[src/rtl/ata_psr_pkg.sv]
// Shared types and constants of the ATA PIO sector read sequencer.
`timescale 1ns / 1ps

package ata_psr_pkg;

    // Input command codes.
    typedef enum logic [1:0] {
        CMD_START  = 2'd0,
        CMD_STATUS = 2'd1,
        CMD_DATA   = 2'd2
    } cmd_t;

    // Result operation codes.
    typedef enum logic [2:0] {
        OP_WRITE = 3'd0,
        OP_POLL  = 3'd1,
        OP_REQ   = 3'd2,
        OP_DATA  = 3'd3,
        OP_OK    = 3'd4,
        OP_FAIL  = 3'd5
    } op_t;

    // Configuration register indexes.
    localparam logic REG_LBA48_MODE   = 1'b0;
    localparam logic REG_FINAL_CHECK  = 1'b1;

    // Status register bit positions.
    localparam int ST_BSY_BIT = 7;
    localparam int ST_DRQ_BIT = 3;
    localparam int ST_ERR_BIT = 0;

    // Task-file register offsets.
    localparam logic [2:0] TF_COUNT   = 3'd2;
    localparam logic [2:0] TF_LBA_LO  = 3'd3;
    localparam logic [2:0] TF_LBA_MID = 3'd4;
    localparam logic [2:0] TF_LBA_HI  = 3'd5;
    localparam logic [2:0] TF_DEVICE  = 3'd6;
    localparam logic [2:0] TF_COMMAND = 3'd7;

    // Command opcodes and device bytes.
    localparam logic [7:0] ATA_READ_SECTORS     = 8'h21;
    localparam logic [7:0] ATA_READ_SECTORS_EXT = 8'h24;
    localparam logic [7:0] DEV_LBA28            = 8'hE0;
    localparam logic [7:0] DEV_LBA48            = 8'h40;

    // Number of job entries between the front and back halves.
    localparam int QUEUE_DEPTH = 4;

    // Work the back half has to turn into result requests.
    typedef enum logic [3:0] {
        J_POLL,
        J_REQ,
        J_OK,
        J_FAIL,
        J_DATA,
        J_DATA_POLL,
        J_DATA_OK,
        J_BURST28,
        J_BURST48
    } job_kind_t;

    typedef struct packed {
        job_kind_t   kind;
        logic [31:0] word;   // latched LBA for bursts, sector data for data jobs
        logic [6:0]  idx;    // word index for data jobs
    } job_t;

    typedef struct packed {
        logic lba48;
        logic final_check;
    } cfg_t;

endpackage

[src/rtl/ata_psr_queue.sv]
// Short job queue that decouples the front and back halves.
`timescale 1ns / 1ps

module ata_psr_queue (
    input  logic               clk,
    input  logic               rst_n,
    input  logic               push,
    input  ata_psr_pkg::job_t  push_job,
    input  logic               pop,
    output ata_psr_pkg::job_t  head,
    output logic               full,
    output logic               empty
);

    localparam int PTR_W = $clog2(ata_psr_pkg::QUEUE_DEPTH);
    localparam int CNT_W = $clog2(ata_psr_pkg::QUEUE_DEPTH + 1);

    ata_psr_pkg::job_t slot_reg [ata_psr_pkg::QUEUE_DEPTH];

    logic [PTR_W-1:0] wr_ptr_reg, wr_ptr_next;
    logic [PTR_W-1:0] rd_ptr_reg, rd_ptr_next;
    logic [CNT_W-1:0] count_reg, count_next;
    logic             do_push;
    logic             do_pop;

    assign full    = (count_reg == CNT_W'(ata_psr_pkg::QUEUE_DEPTH));
    assign empty   = (count_reg == '0);
    assign do_push = push && !full;
    assign do_pop  = pop && !empty;
    assign head    = slot_reg[rd_ptr_reg];

    always_comb
    begin
        wr_ptr_next = wr_ptr_reg;
        rd_ptr_next = rd_ptr_reg;
        count_next  = count_reg;
        if (do_push)
        begin
            wr_ptr_next = (wr_ptr_reg == PTR_W'(ata_psr_pkg::QUEUE_DEPTH - 1)) ?
                          '0 : wr_ptr_reg + 1'b1;
        end
        if (do_pop)
        begin
            rd_ptr_next = (rd_ptr_reg == PTR_W'(ata_psr_pkg::QUEUE_DEPTH - 1)) ?
                          '0 : rd_ptr_reg + 1'b1;
        end
        if (do_push && !do_pop)
        begin
            count_next = count_reg + 1'b1;
        end
        else if (do_pop && !do_push)
        begin
            count_next = count_reg - 1'b1;
        end
    end

    always_ff @(posedge clk or negedge rst_n)
    begin
        if (!rst_n)
        begin
            wr_ptr_reg <= '0;
            rd_ptr_reg <= '0;
            count_reg  <= '0;
        end
        else
        begin
            wr_ptr_reg <= wr_ptr_next;
            rd_ptr_reg <= rd_ptr_next;
            count_reg  <= count_next;
        end
    end

    always_ff @(posedge clk)
    begin
        if (do_push)
        begin
            slot_reg[wr_ptr_reg] <= push_job;
        end
    end

endmodule

[src/rtl/ata_psr_front.sv]
// Front half: accepts requests, runs the read phase machine and queues jobs.
`timescale 1ns / 1ps

module ata_psr_front #(
    parameter int SECTOR_WORDS = 128
) (
    input  logic               clk,
    input  logic               rst_n,
    input  ata_psr_pkg::cfg_t  cfg,
    input  logic               accept,
    input  logic [1:0]         command,
    input  logic [31:0]        lba,
    input  logic [7:0]         status_byte,
    input  logic [31:0]        data_in,
    output logic               push,
    output ata_psr_pkg::job_t  push_job
);

    localparam int CNT_W = (SECTOR_WORDS > 1) ? $clog2(SECTOR_WORDS) : 1;

    typedef enum logic [2:0] {
        PH_IDLE,
        PH_READY,
        PH_CMD,
        PH_DRQ,
        PH_DATA,
        PH_FINAL
    } phase_t;

    phase_t             phase_reg, phase_next;
    logic [CNT_W-1:0]   cnt_reg, cnt_next;
    logic [31:0]        lba_reg, lba_next;
    logic               bsy;
    logic               drq;
    logic               err;
    logic               last_word;

    assign bsy       = status_byte[ata_psr_pkg::ST_BSY_BIT];
    assign drq       = status_byte[ata_psr_pkg::ST_DRQ_BIT];
    assign err       = status_byte[ata_psr_pkg::ST_ERR_BIT];
    assign last_word = (cnt_reg == CNT_W'(SECTOR_WORDS - 1));

    always_comb
    begin
        phase_next    = phase_reg;
        cnt_next      = cnt_reg;
        lba_next      = lba_reg;
        push          = 1'b0;
        push_job.kind = ata_psr_pkg::J_POLL;
        push_job.word = '0;
        push_job.idx  = '0;
        if (accept)
        begin
            unique case (command)
                ata_psr_pkg::CMD_START:
                begin
                    if (phase_reg == PH_IDLE)
                    begin
                        lba_next   = lba;
                        push       = 1'b1;
                        phase_next = PH_READY;
                    end
                end
                ata_psr_pkg::CMD_STATUS:
                begin
                    unique case (phase_reg)
                        PH_READY:
                        begin
                            push = 1'b1;
                            if (!bsy)
                            begin
                                push_job.kind = cfg.lba48 ? ata_psr_pkg::J_BURST48 :
                                                            ata_psr_pkg::J_BURST28;
                                push_job.word = lba_reg;
                                phase_next    = PH_CMD;
                            end
                        end
                        PH_CMD:
                        begin
                            push = 1'b1;
                            if (!bsy)
                            begin
                                if (err)
                                begin
                                    push_job.kind = ata_psr_pkg::J_FAIL;
                                    phase_next    = PH_IDLE;
                                end
                                else
                                begin
                                    phase_next = PH_DRQ;
                                end
                            end
                        end
                        PH_DRQ:
                        begin
                            push = 1'b1;
                            if (drq)
                            begin
                                push_job.kind = ata_psr_pkg::J_REQ;
                                cnt_next      = '0;
                                phase_next    = PH_DATA;
                            end
                        end
                        PH_FINAL:
                        begin
                            push          = 1'b1;
                            push_job.kind = err ? ata_psr_pkg::J_FAIL : ata_psr_pkg::J_OK;
                            phase_next    = PH_IDLE;
                        end
                        default:
                        begin
                        end
                    endcase
                end
                ata_psr_pkg::CMD_DATA:
                begin
                    if (phase_reg == PH_DATA)
                    begin
                        push          = 1'b1;
                        push_job.word = data_in;
                        push_job.idx  = 7'(cnt_reg);
                        push_job.kind = ata_psr_pkg::J_DATA;
                        if (last_word)
                        begin
                            cnt_next = '0;
                            if (cfg.final_check)
                            begin
                                push_job.kind = ata_psr_pkg::J_DATA_POLL;
                                phase_next    = PH_FINAL;
                            end
                            else
                            begin
                                push_job.kind = ata_psr_pkg::J_DATA_OK;
                                phase_next    = PH_IDLE;
                            end
                        end
                        else
                        begin
                            cnt_next = cnt_reg + 1'b1;
                        end
                    end
                end
                default:
                begin
                end
            endcase
        end
    end

    always_ff @(posedge clk or negedge rst_n)
    begin
        if (!rst_n)
        begin
            phase_reg <= PH_IDLE;
            cnt_reg   <= '0;
            lba_reg   <= '0;
        end
        else
        begin
            phase_reg <= phase_next;
            cnt_reg   <= cnt_next;
            lba_reg   <= lba_next;
        end
    end

endmodule

[src/rtl/ata_psr_back.sv]
// Back half: expands queued jobs into result requests behind an output register.
`timescale 1ns / 1ps

module ata_psr_back (
    input  logic               clk,
    input  logic               rst_n,
    input  ata_psr_pkg::job_t  head,
    input  logic               empty,
    output logic               pop,
    output logic               out_valid,
    input  logic               out_stall,
    output logic [2:0]         operation,
    output logic [2:0]         register_offset,
    output logic [7:0]         register_value,
    output logic [31:0]        data_out,
    output logic [6:0]         word_index,
    output logic               last
);

    typedef struct packed {
        logic [2:0]  op;
        logic [2:0]  reg_off;
        logic [7:0]  reg_val;
        logic [31:0] data;
        logic [6:0]  idx;
        logic        last;
    } result_t;

    logic        valid_reg, valid_next;
    logic [3:0]  step_reg, step_next;
    result_t     res;
    result_t     res_reg;
    logic        out_free;
    logic        emit;
    logic [31:0] a;

    assign out_free = !valid_reg || !out_stall;
    assign emit     = out_free && !empty;
    assign pop      = emit && res.last;
    assign a        = head.word;

    // Result for the current step of the job at the head of the queue.
    always_comb
    begin
        res      = '0;
        res.op   = ata_psr_pkg::OP_WRITE;
        unique case (head.kind)
            ata_psr_pkg::J_POLL:
            begin
                res.op   = ata_psr_pkg::OP_POLL;
                res.last = 1'b1;
            end
            ata_psr_pkg::J_REQ:
            begin
                res.op   = ata_psr_pkg::OP_REQ;
                res.last = 1'b1;
            end
            ata_psr_pkg::J_OK:
            begin
                res.op   = ata_psr_pkg::OP_OK;
                res.last = 1'b1;
            end
            ata_psr_pkg::J_FAIL:
            begin
                res.op   = ata_psr_pkg::OP_FAIL;
                res.last = 1'b1;
            end
            ata_psr_pkg::J_DATA:
            begin
                res.op   = ata_psr_pkg::OP_DATA;
                res.data = head.word;
                res.idx  = head.idx;
                res.last = 1'b1;
            end
            ata_psr_pkg::J_DATA_POLL, ata_psr_pkg::J_DATA_OK:
            begin
                if (step_reg == 4'd0)
                begin
                    res.op   = ata_psr_pkg::OP_DATA;
                    res.data = head.word;
                    res.idx  = head.idx;
                end
                else
                begin
                    res.op   = (head.kind == ata_psr_pkg::J_DATA_POLL) ?
                               ata_psr_pkg::OP_POLL : ata_psr_pkg::OP_OK;
                    res.last = 1'b1;
                end
            end
            ata_psr_pkg::J_BURST28:
            begin
                unique case (step_reg)
                    4'd0:
                    begin
                        res.reg_off = ata_psr_pkg::TF_DEVICE;
                        res.reg_val = ata_psr_pkg::DEV_LBA28 | {4'h0, a[27:24]};
                    end
                    4'd1:
                    begin
                        res.reg_off = ata_psr_pkg::TF_COUNT;
                        res.reg_val = 8'd1;
                    end
                    4'd2:
                    begin
                        res.reg_off = ata_psr_pkg::TF_LBA_LO;
                        res.reg_val = a[7:0];
                    end
                    4'd3:
                    begin
                        res.reg_off = ata_psr_pkg::TF_LBA_MID;
                        res.reg_val = a[15:8];
                    end
                    4'd4:
                    begin
                        res.reg_off = ata_psr_pkg::TF_LBA_HI;
                        res.reg_val = a[23:16];
                    end
                    4'd5:
                    begin
                        res.reg_off = ata_psr_pkg::TF_COMMAND;
                        res.reg_val = ata_psr_pkg::ATA_READ_SECTORS;
                    end
                    default:
                    begin
                        res.op   = ata_psr_pkg::OP_POLL;
                        res.last = 1'b1;
                    end
                endcase
            end
            ata_psr_pkg::J_BURST48:
            begin
                unique case (step_reg)
                    4'd0:
                    begin
                        res.reg_off = ata_psr_pkg::TF_DEVICE;
                        res.reg_val = ata_psr_pkg::DEV_LBA48;
                    end
                    4'd1:
                    begin
                        res.reg_off = ata_psr_pkg::TF_COUNT;
                    end
                    4'd2:
                    begin
                        res.reg_off = ata_psr_pkg::TF_LBA_LO;
                        res.reg_val = a[31:24];
                    end
                    4'd3:
                    begin
                        res.reg_off = ata_psr_pkg::TF_LBA_MID;
                    end
                    4'd4:
                    begin
                        res.reg_off = ata_psr_pkg::TF_LBA_HI;
                    end
                    4'd5:
                    begin
                        res.reg_off = ata_psr_pkg::TF_COUNT;
                        res.reg_val = 8'd1;
                    end
                    4'd6:
                    begin
                        res.reg_off = ata_psr_pkg::TF_LBA_LO;
                        res.reg_val = a[7:0];
                    end
                    4'd7:
                    begin
                        res.reg_off = ata_psr_pkg::TF_LBA_MID;
                        res.reg_val = a[15:8];
                    end
                    4'd8:
                    begin
                        res.reg_off = ata_psr_pkg::TF_LBA_HI;
                        res.reg_val = a[23:16];
                    end
                    4'd9:
                    begin
                        res.reg_off = ata_psr_pkg::TF_COMMAND;
                        res.reg_val = ata_psr_pkg::ATA_READ_SECTORS_EXT;
                    end
                    default:
                    begin
                        res.op   = ata_psr_pkg::OP_POLL;
                        res.last = 1'b1;
                    end
                endcase
            end
            default:
            begin
                res.op   = ata_psr_pkg::OP_POLL;
                res.last = 1'b1;
            end
        endcase
    end

    always_comb
    begin
        valid_next = valid_reg;
        step_next  = step_reg;
        if (emit)
        begin
            valid_next = 1'b1;
            step_next  = res.last ? 4'd0 : step_reg + 4'd1;
        end
        else if (out_free)
        begin
            valid_next = 1'b0;
        end
    end

    always_ff @(posedge clk or negedge rst_n)
    begin
        if (!rst_n)
        begin
            valid_reg <= 1'b0;
            step_reg  <= '0;
        end
        else
        begin
            valid_reg <= valid_next;
            step_reg  <= step_next;
        end
    end

    always_ff @(posedge clk)
    begin
        if (emit)
        begin
            res_reg <= res;
        end
    end

    assign out_valid       = valid_reg;
    assign operation       = res_reg.op;
    assign register_offset = res_reg.reg_off;
    assign register_value  = res_reg.reg_val;
    assign data_out        = res_reg.data;
    assign word_index      = res_reg.idx;
    assign last            = res_reg.last;

endmodule

[src/rtl/ata_pio_sector_read_sequencer_core.sv]
// Top level of the host-side ATA PIO single-sector read sequencer.
`timescale 1ns / 1ps

// This block drives one ATA PIO sector read, LBA28 or LBA48, from the host side.
// A start request latches the LBA and asks for a status poll; status bytes and
// data dwords returned by the drive move it through the busy wait, the task-file
// register burst, the DRQ wait and the data phase, and each accepted request
// yields zero or more result requests, the last one flagged by last. The input
// side takes one request per clock whenever the job queue has room: the front
// half decides what a request causes in the cycle it is accepted and pushes at most
// one job into a four-entry queue. The back half drains that queue and presents one
// result per clock while out_stall is low, through an output register. One result
// comes from a single-result request, seven from the register burst after busy
// clears in LBA28 mode and eleven in LBA48 mode, and two from the last data dword.
// The first result of a request passes through the job queue and then the output
// register before it reaches the output ports. in_stall rises only when the queue
// is full, which happens when the consumer stalls or bursts pile up. lba48_mode
// and final_status_check are written through cfg_we, cfg_index and cfg_data; the
// user must write them only while no read is in flight, as the block does not
// enforce it. They reset to LBA28 and to final status check enabled. Requests that
// do not fit the current phase, and command code 3, are accepted and cause nothing.
module ata_pio_sector_read_sequencer_core #(
    parameter int SECTOR_WORDS = 128
) (
    input  logic        clk,
    input  logic        rst_n,
    // Configuration write port.
    input  logic        cfg_we,
    input  logic        cfg_index,
    input  logic        cfg_data,
    // Input request channel.
    input  logic        in_valid,
    output logic        in_stall,
    input  logic [1:0]  command,
    input  logic [31:0] lba,
    input  logic [7:0]  status_byte,
    input  logic [31:0] data_in,
    // Result request channel.
    output logic        out_valid,
    input  logic        out_stall,
    output logic [2:0]  operation,
    output logic [2:0]  register_offset,
    output logic [7:0]  register_value,
    output logic [31:0] data_out,
    output logic [6:0]  word_index,
    output logic        last
);

    ata_psr_pkg::cfg_t cfg_reg;
    ata_psr_pkg::job_t push_job;
    ata_psr_pkg::job_t head;
    logic              push;
    logic              pop;
    logic              q_full;
    logic              q_empty;
    logic              accept;

    // The front half never needs more than one queue slot per request, so a
    // full queue is the only reason to hold off the producer.
    assign in_stall = q_full;
    assign accept   = in_valid && !q_full;

    // Configuration registers; only bit 0 of the data is meaningful.
    always_ff @(posedge clk or negedge rst_n)
    begin
        if (!rst_n)
        begin
            cfg_reg.lba48       <= 1'b0;
            cfg_reg.final_check <= 1'b1;
        end
        else if (cfg_we)
        begin
            unique case (cfg_index)
                ata_psr_pkg::REG_LBA48_MODE:  cfg_reg.lba48       <= cfg_data;
                ata_psr_pkg::REG_FINAL_CHECK: cfg_reg.final_check <= cfg_data;
                default:
                begin
                end
            endcase
        end
    end

    ata_psr_front #(
        .SECTOR_WORDS (SECTOR_WORDS)
    ) u_front (
        .clk         (clk),
        .rst_n       (rst_n),
        .cfg         (cfg_reg),
        .accept      (accept),
        .command     (command),
        .lba         (lba),
        .status_byte (status_byte),
        .data_in     (data_in),
        .push        (push),
        .push_job    (push_job)
    );

    ata_psr_queue u_queue (
        .clk      (clk),
        .rst_n    (rst_n),
        .push     (push),
        .push_job (push_job),
        .pop      (pop),
        .head     (head),
        .full     (q_full),
        .empty    (q_empty)
    );

    ata_psr_back u_back (
        .clk             (clk),
        .rst_n           (rst_n),
        .head            (head),
        .empty           (q_empty),
        .pop             (pop),
        .out_valid       (out_valid),
        .out_stall       (out_stall),
        .operation       (operation),
        .register_offset (register_offset),
        .register_value  (register_value),
        .data_out        (data_out),
        .word_index      (word_index),
        .last            (last)
    );

endmodule

[config.mk]
export PLATFORM = sky130hd
export DESIGN_NAME = ata_pio_sector_read_sequencer_core
export DESIGN_NICKNAME = d
export VERILOG_FILES = /design/src/rtl/ata_psr_pkg.sv /design/src/rtl/ata_psr_queue.sv /design/src/rtl/ata_psr_front.sv /design/src/rtl/ata_psr_back.sv /design/src/rtl/ata_pio_sector_read_sequencer_core.sv
export SDC_FILE = /design/constraint.sdc
export NUM_CORES = 1
export LEC_CHECK = 0
export ABC_CLOCK_PERIOD_IN_PS = 7650
export BUFFER_PORTS_ARGS = -buffer_cell sky130_fd_sc_hd__buf_2
export CAP_MARGIN = 5
export CORE_ASPECT_RATIO = 0.75
export CORE_MARGIN = 1
export CORE_UTILIZATION = 63
export CTS_CLUSTER_DIAMETER = 80
export DETAILED_ROUTE_END_ITERATION = 8
export PLACE_DENSITY = 0.85
export SLEW_MARGIN = 25
export SYNTH_ARGS = -nofsm -noshare
export SYNTH_HDL_FRONTEND = slang
export SYNTH_HIERARCHICAL = 1
export SYNTH_SLANG_ARGS = --single-unit
export TNS_END_PERCENT = 100
[constraint.sdc]
create_clock -name clk -period 7.65 [get_ports clk]
set_clock_uncertainty 0.1 [all_clocks]
set_input_delay 0.765 -clock clk [delete_from_list [all_inputs] [get_ports clk]]
set_output_delay 0.765 -clock clk [all_outputs]
set_load 0.02 [all_outputs]
==> impl_metrics.json, run 1 <==
{
  "fp-row-count": 43,
  "grt_first_pass_wirelength_um": 40500,
  "max_freq_mhz": 215,
  "clock_latency_ns": 0.53,
  "ctsHoldBuffers": 0,
  "maxSlewViolCount": 0,
  "antenna_left": 0,
  "rrSetupSlack_ns": 3.01,
  "drv_cap": 0,
  "first_iter_violations": 897,
  "syn-num-nets": 918,
  "synth_cells": 820,
  "synth.distinct_cells": 70,
  "dp_cells": 1156,
  "power_density_nw_per_um2": 351,
  "multi_input_area_sq_um": 3890,
  "core_area_sq_um": 18900,
  "path_delay_family": "multiplexers",
  "comb_power_share_pct": 29.1,
  "end_kind": "register",
  "layout.cells.non_filler": 1205,
  "path_cells": "buf_4 -> mux4_2 -> nor4b_4 -> o2111ai_1 -> a21oi_1 -> nor2_1 -> nor2_1 -> o31ai_2 -> ha_1 -> inv_1 -> fa_1 -> mux2_2",
  "drc": 0,
  "internal-power_mw": 3.35,
  "rsz0062_at_grt": "false",
  "ys_seq_area_share_pct": 66.2,
  "seq_area_sq_um": 8190,
  "grtUsageTotal_pct": 26.9,
  "area_growth_pct": 13.9,
  "rr_endpoint": "u_queue/count_reg[1]$_DFFE_PN0P_",
  "mostFrequentLayoutCell": "edfxtp_1",
  "critical_path.slowest_cell": "mux4_2",
  "whs_ns": 0.293,
  "r2r_cells": 12,
  "synth_flop_cell": "edfxtp_1",
  "wl_um": 26300,
  "netSwitchingPower_mw": 1.59,
  "htree_num_levels": 1,
  "start_util_pct": 65.5,
  "critical_path_peak_fanout": 30,
  "nNetsFinal": 1036,
  "via_per_inst": 6.43,
  "dieWidth_um": 164,
  "die_h_um": 123,
  "critPathArrivalTime_ns": 4.95,
  "hold_path.class": "in2async",
  "clockPowerShare_pct": 26.5,
  "synth-edff-count": 226,
  "nFillCells": 1094,
  "worstPathRequired_ns": 7.96,
  "worstSetupPathType": "reg2reg",
  "final_cell_mix": "226 x edfxtp_1, 131 x buf_2, 60 x nor2_1",
  "setup-tns-final_ns": 0,
  "ctsResizeCount": 0,
  "antenna_found_initial": 1,
  "postSynthAreaPerCell_sq_um": 15.1,
  "wl_per_cell_um": 21.8,
  "period_share_pct": 60.7,
  "gp_congestion": 0.916,
  "placed_cell_area_sq_um": 13200,
  "drtPass1Iterations": 6,
  "grt_start_max_net_pins": 59,
  "fin_area_sq_um": 14100,
  "largest_reg_flops": 172,
  "setup_viol": 0,
  "portBuffers": 131,
  "slowest_delay_ns": 0.74,
  "dp_hpwl_um": 16500,
  "async_reset_ff_share_pct": 19.9,
  "final_hold_viol_count": 0,
  "leakage_nw": 5.12,
  "ir_drop_uv": 223,
  "vias": 7744,
  "netlist_area_sq_um": 12400,
  "p_sw_share_pct": 32.2,
  "finalWorstSetupSlack_ns": 3.01,
  "grt_overflow": 0,
  "seqPwrFrac_pct": 44.4,
  "clk_pin_slew_ns": 0.06,
  "ys_ff_latch": 282,
  "clockBufferDepth": 3,
  "tightest_slew_ns": 0.988,
  "die-area_sq_um": 20200,
  "cts_tree": "built",
  "startpoint_type": "register",
  "cpMostUsedCell": "nor2_1",
  "maxSlewHeadroom_pct": 34.2,
  "diodes": 0,
  "grt_pass1_vias": 7355,
  "drive_above_1_share_pct": 26.5,
  "cts_setup_buffers": 0,
  "reg2reg_from": "u_queue/rd_ptr_reg[0]$_DFFE_PN0P_",
  "cts_root_buf": "clkbuf_16",
  "num_io_pins": 137,
  "clkSinkCount": 282,
  "status": "finished, final reports clean",
  "cp_num_buf_inv": 2,
  "numCtsBuffers": 26,
  "yosysWarnings": 6,
  "dpl_worst_slack_ns": 3.03,
  "min_period_ns": 4.64
}
## area by class of cell
class / count / area share (%)
tap: 247 / 2.19
multi-input combinational: 466 / 27.6
timing repair buffer: 143 / 5.35
sequential: 282 / 58.1
clock buffer: 33 / 5.10
inverter: 19 / 0.506
clock inverter: 15 / 1.12
## synth_stat cells (3+ instances only)
cell type / n / area, sq um
and2_1: 47 / 294
nand2_1: 32 / 120
nand3_1: 12 / 60.1
buf_1: 4 / 15.0
inv_1: 19 / 71.3
o211ai_1: 4 / 30.0
nor3_1: 8 / 40.0
edfxtp_1: 226 / 6790
xnor2_1: 3 / 26.3
and3_1: 9 / 56.3
nor2b_1: 12 / 75.1
a31oi_1: 11 / 68.8
clkbuf_1: 21 / 78.8
mux2_4: 3 / 45.0
o21ai_0: 12 / 60.1
ha_1: 16 / 200
o31ai_1: 5 / 37.5
a22oi_1: 36 / 270
buf_2: 21 / 105
mux2_1: 34 / 383
o21ai_1: 10 / 50.1
dfrtp_1: 55 / 1380
a22o_1: 6 / 52.6
o21a_1: 3 / 22.5
a21oi_1: 23 / 115
mux4_2: 43 / 968
nor2_1: 61 / 229
mux2_2: 5 / 56.3
buf_4: 5 / 37.5
o22ai_1: 13 / 81.3
nand2b_1: 5 / 31.3
nand4_1: 5 / 31.3
## layer usage
layer  vias up  global-route usage [%]  part of all wire (%)
met4         2                    8.85                   3.1
met3        78                    5.87                   9.4
met1      3783                    38.1                    40
li1       3411                       -                     -
met2       470                    42.3                    47
met5         -                       0                 0.049
## worst max path at each step
stage	startpoint	to	slack (ns)	cells past startpoint
after floorplan	u_queue/rd_ptr_reg[0]$_DFFE_PN0P_	u_queue/count_reg[1]$_DFFE_PN0P_	4.03	14
after global placement	u_queue/rd_ptr_reg[0]$_DFFE_PN0P_	u_queue/count_reg[1]$_DFFE_PN0P_	3.08	12
after detailed placement	u_queue/rd_ptr_reg[0]$_DFFE_PN0P_	u_queue/count_reg[1]$_DFFE_PN0P_	3.03	12
after CTS	u_queue/rd_ptr_reg[0]$_DFFE_PN0P_	u_queue/count_reg[1]$_DFFE_PN0P_	2.97	12
after global routing	u_queue/rd_ptr_reg[0]$_DFFE_PN0P_	u_queue/count_reg[1]$_DFFE_PN0P_	2.70	12
final	u_queue/rd_ptr_reg[0]$_DFFE_PN0P_	u_queue/count_reg[1]$_DFFE_PN0P_	3.01	12
## logic make-up (layout without fill, tap and decap cells)
group,after synthesis,after routing,synth area share (%)
adder cells (fa/ha/maj),19,19,1.94
flip-flops,282,282,66.2
buffers and inverters,72,210,2.62
XOR/XNOR,5,5,0.354
AO/OA/AOI/OAI,149,149,8.33
multiplexers,85,85,11.7
AND/OR/NAND/NOR,208,208,8.85
## through the flow
step / util, % / total power [mW]
after floorplan: - / 3.22
after global placement: 69.9 / 3.57
after detailed placement: 69.9 / 3.63
after CTS: 74.5 / 4.95
after global routing: 74.6 / 5.16
final: 74.6 / 4.94
## power by group through the flow
stage / registers (mW) / clock network (mW) / logic [mW]
after global routing: 2.23 / 1.39 / 1.54
final: 2.19 / 1.31 / 1.44
after CTS: 2.20 / 1.32 / 1.43
after detailed placement: 2.22 / 0 / 1.41
after global placement: 2.20 / 0 / 1.37
after floorplan: 2.29 / 0 / 0.926
Power figures use the tool's default switching activity.
==> inputs of run 2 (changes only) <==
ABC_AREA = 1   (was unset)
ABC_CLOCK_PERIOD_IN_PS = 4470   (was 7650)
CORE_UTILIZATION = 59   (was 63)
PLACE_DENSITY = 0.8   (was 0.85)
clock period = 4.47 ns   (was 7.65 ns; I/O delays follow)
==> impl_metrics.json, run 2 <==
{
  "status": "finished, final reports clean",
  "clockPowerShare_pct": 23.6,
  "power_density_nw_per_um2": 612,
  "num_io_pins": 137,
  "antenna_left": 0,
  "cts_root_buf": "clkbuf_16",
  "nNetsFinal": 1552,
  "power_mw": 9.23,
  "drtPass1Iterations": 5,
  "hold_path.class": "in2reg",
  "via_per_inst": 5.49,
  "seqPwrFrac_pct": 40.6,
  "p_sw_share_pct": 39.1,
  "seq_area_sq_um": 8190,
  "ys_ff_latch": 282,
  "startpoint_type": "register",
  "core_area_sq_um": 22000,
  "dp_hpwl_um": 19400,
  "async_reset_ff_share_pct": 19.9,
  "netSwitchingPower_mw": 3.61,
  "grt_first_pass_wirelength_um": 46700,
  "wl_per_cell_um": 16.7,
  "start_util_pct": 60.1,
  "grt_pass1_vias": 8968,
  "area_growth_pct": 14.1,
  "end_kind": "register",
  "synth-edff-count": 226,
  "ys_top_cells_by_area": "edfxtp_1 51%, dfrtp_1 10%, nand2_1 9.8%, inv_1 5.2%, o211ai_1 5.2%",
  "dieWidth_um": 175,
  "gp_congestion": 0.959,
  "final_cell_mix": "344 x nand2_1, 226 x edfxtp_1, 183 x inv_1",
  "ir_drop_uv": 364,
  "whs_ns": 0.0124,
  "setup_viol": 0,
  "maxSlewHeadroom_pct": 43.3,
  "leakage_nw": 6.39,
  "grt_overflow": 0,
  "cts_setup_buffers": 0,
  "setup-tns-final_ns": 0,
  "clock_latency_ns": 0.55,
  "diodes": 0,
  "tightest_slew_ns": 0.851,
  "htree_num_levels": 1,
  "fp-row-count": 47,
  "first_iter_violations": 1105,
  "period_share_pct": 82.9,
  "clockBufferDepth": 3,
  "ctsResizeCount": 0,
  "drv_cap": 0,
  "portBuffers": 131,
  "netlist.area_leader.share_pct": 51.4,
  "die_h_um": 132,
  "mostFrequentLayoutCell": "nand2_1",
  "cts_tree": "built",
  "vias": 9712,
  "nFillCells": 1625,
  "die-area_sq_um": 23000,
  "comb_power_share_pct": 35.8,
  "yosys.cell_count.top_type": "nand2_1",
  "grtUsageTotal_pct": 26.0,
  "worstSetupPathType": "reg2reg",
  "numCtsBuffers": 27,
  "wl_um": 29500,
  "drive_above_1_share_pct": 15.8,
  "yosysWarnings": 6,
  "max_freq_mhz": 270,
  "antenna_found_initial": 0,
  "critical_path_peak_fanout": 48,
  "syn-num-nets": 1420,
  "netlist_area_sq_um": 13200,
  "worstPathRequired_ns": 4.85,
  "largest_reg_flops": 172,
  "synth_cells": 1322,
  "clkSinkCount": 282,
  "maxSlewViolCount": 0,
  "synth_common_cells": "345 x nand2_1, 226 x edfxtp_1, 183 x inv_1",
  "ctsHoldBuffers": 16,
  "multi_input_area_sq_um": 4020,
  "drc": 0,
  "grt_start_max_net_pins": 129,
  "synth.distinct_cells": 36,
  "internal-power_mw": 5.62,
  "ys_seq_area_share_pct": 62.0,
  "holdPathStages": 3,
  "synth_flop_cell": "edfxtp_1",
  "final_hold_viol_count": 0,
  "r2r_cells": 20,
  "critPathArrivalTime_ns": 4.08,
  "min_period_ns": 3.70,
  "yosys.area.top_type": "edfxtp_1",
  "rsz0062_at_grt": "false",
  "clk_pin_slew_ns": 0.06,
  "postSynthAreaPerCell_sq_um": 10.0
}
run 2: per-stage QoR:
step / cell area (sq um) / worst slack (ns) / utilization (%) / cells
floorplan: 13200 / 0.562 / - / 1322
global route: 15100 / 0.377 / 68.6 / 1769
CTS: 15100 / 0.813 / 68.5 / 1769
global placement: 14000 / 1.07 / 63.9 / 1703
finish: 15100 / 0.766 / 68.6 / 1769
detailed placement: 14100 / 0.954 / 63.9 / 1703
run 2: kinds of logic after synthesis:
family,after synthesis,share of synthesized area (%)
flops,282,62.0
fa+ha+maj,17,1.67
simple gates,541,17.4
compound gates,229,10.7
xor+xnor,5,0.331
buf+inv,248,7.99
run 2: power by group through the flow:
| stage | logic, mW | clock network [mW] | registers, mW |
|---|---|---|---|
| 2_1_floorplan | 2.09 | 0 | 4.03 |
| 3_3_place_gp | 3.18 | 0 | 3.78 |
| 3_5_place_dp | 3.25 | 0 | 3.80 |
| 4_1_cts | 3.28 | 2.21 | 3.75 |
| 5_1_grt | 3.66 | 2.32 | 3.81 |
| 6_report | 3.30 | 2.18 | 3.75 |
run 2: per-layer routing:
| layer | vias to the layer above | part of all wire (%) | global-route usage [%] |
|---|---|---|---|
| li1 | 4697 | - | - |
| met1 | 4552 | 47 | 41.3 |
| met3 | 43 | 8.0 | 3.79 |
| met4 | 0 | 1.5 | 4.98 |
| met2 | 420 | 44 | 38.5 |
| met5 | - | 0 | 0 |
run 2: worst max-delay path, cell delays in order, from the launching register on:
cell and delay [ns]:
dfrtp_4 0.73, nand2_1 0.14, o211ai_1 0.13, nand2_1 0.17
nor2_1 0.25, nand2_1 0.20, inv_1 0.30, nor2_1 0.08
nand2_1 0.12, nand3_4 0.14, nand2_1 0.09, inv_1 0.06
nand2_1 0.11, ha_1 0.18, inv_1 0.07, fa_1 0.40
inv_1 0.08, nand2_1 0.08, nand3_1 0.10, nand2_1 0.06
nand2_1 0.05
run 2: layout make-up:
cell class | instances | area share [%]
Clock buffer | 30 | 4.55
Clock inverter | 20 | 1.11
Inverter | 189 | 4.74
Multi-Input combinational cell | 792 | 26.6
Sequential cell | 282 | 54.3
Tap cell | 294 | 2.44
Timing Repair Buffer | 162 | 6.18
run 2: path summary, 6_finish.rpt:
path	from	end	slack, ns
setup / recovery	u_queue/rd_ptr_reg[0]$_DFFE_PN0P_	u_queue/count_reg[2]$_DFFE_PN0P_	0.77
max in group asynchronous	rst_n	cfg_reg[0]$_DFFE_PN1P_	3.00
hold / removal	lba[10]	u_front/lba_reg[10]$_DFFE_PN0P_	0.01
min in group asynchronous	rst_n	u_back/out_valid$_DFFE_PN0P_	0.37
hold reg to reg	u_back/out_valid$_DFFE_PN0P_	u_back/out_valid$_DFFE_PN0P_	0.39
setup reg to reg	u_queue/rd_ptr_reg[0]$_DFFE_PN0P_	u_queue/count_reg[2]$_DFFE_PN0P_	0.77
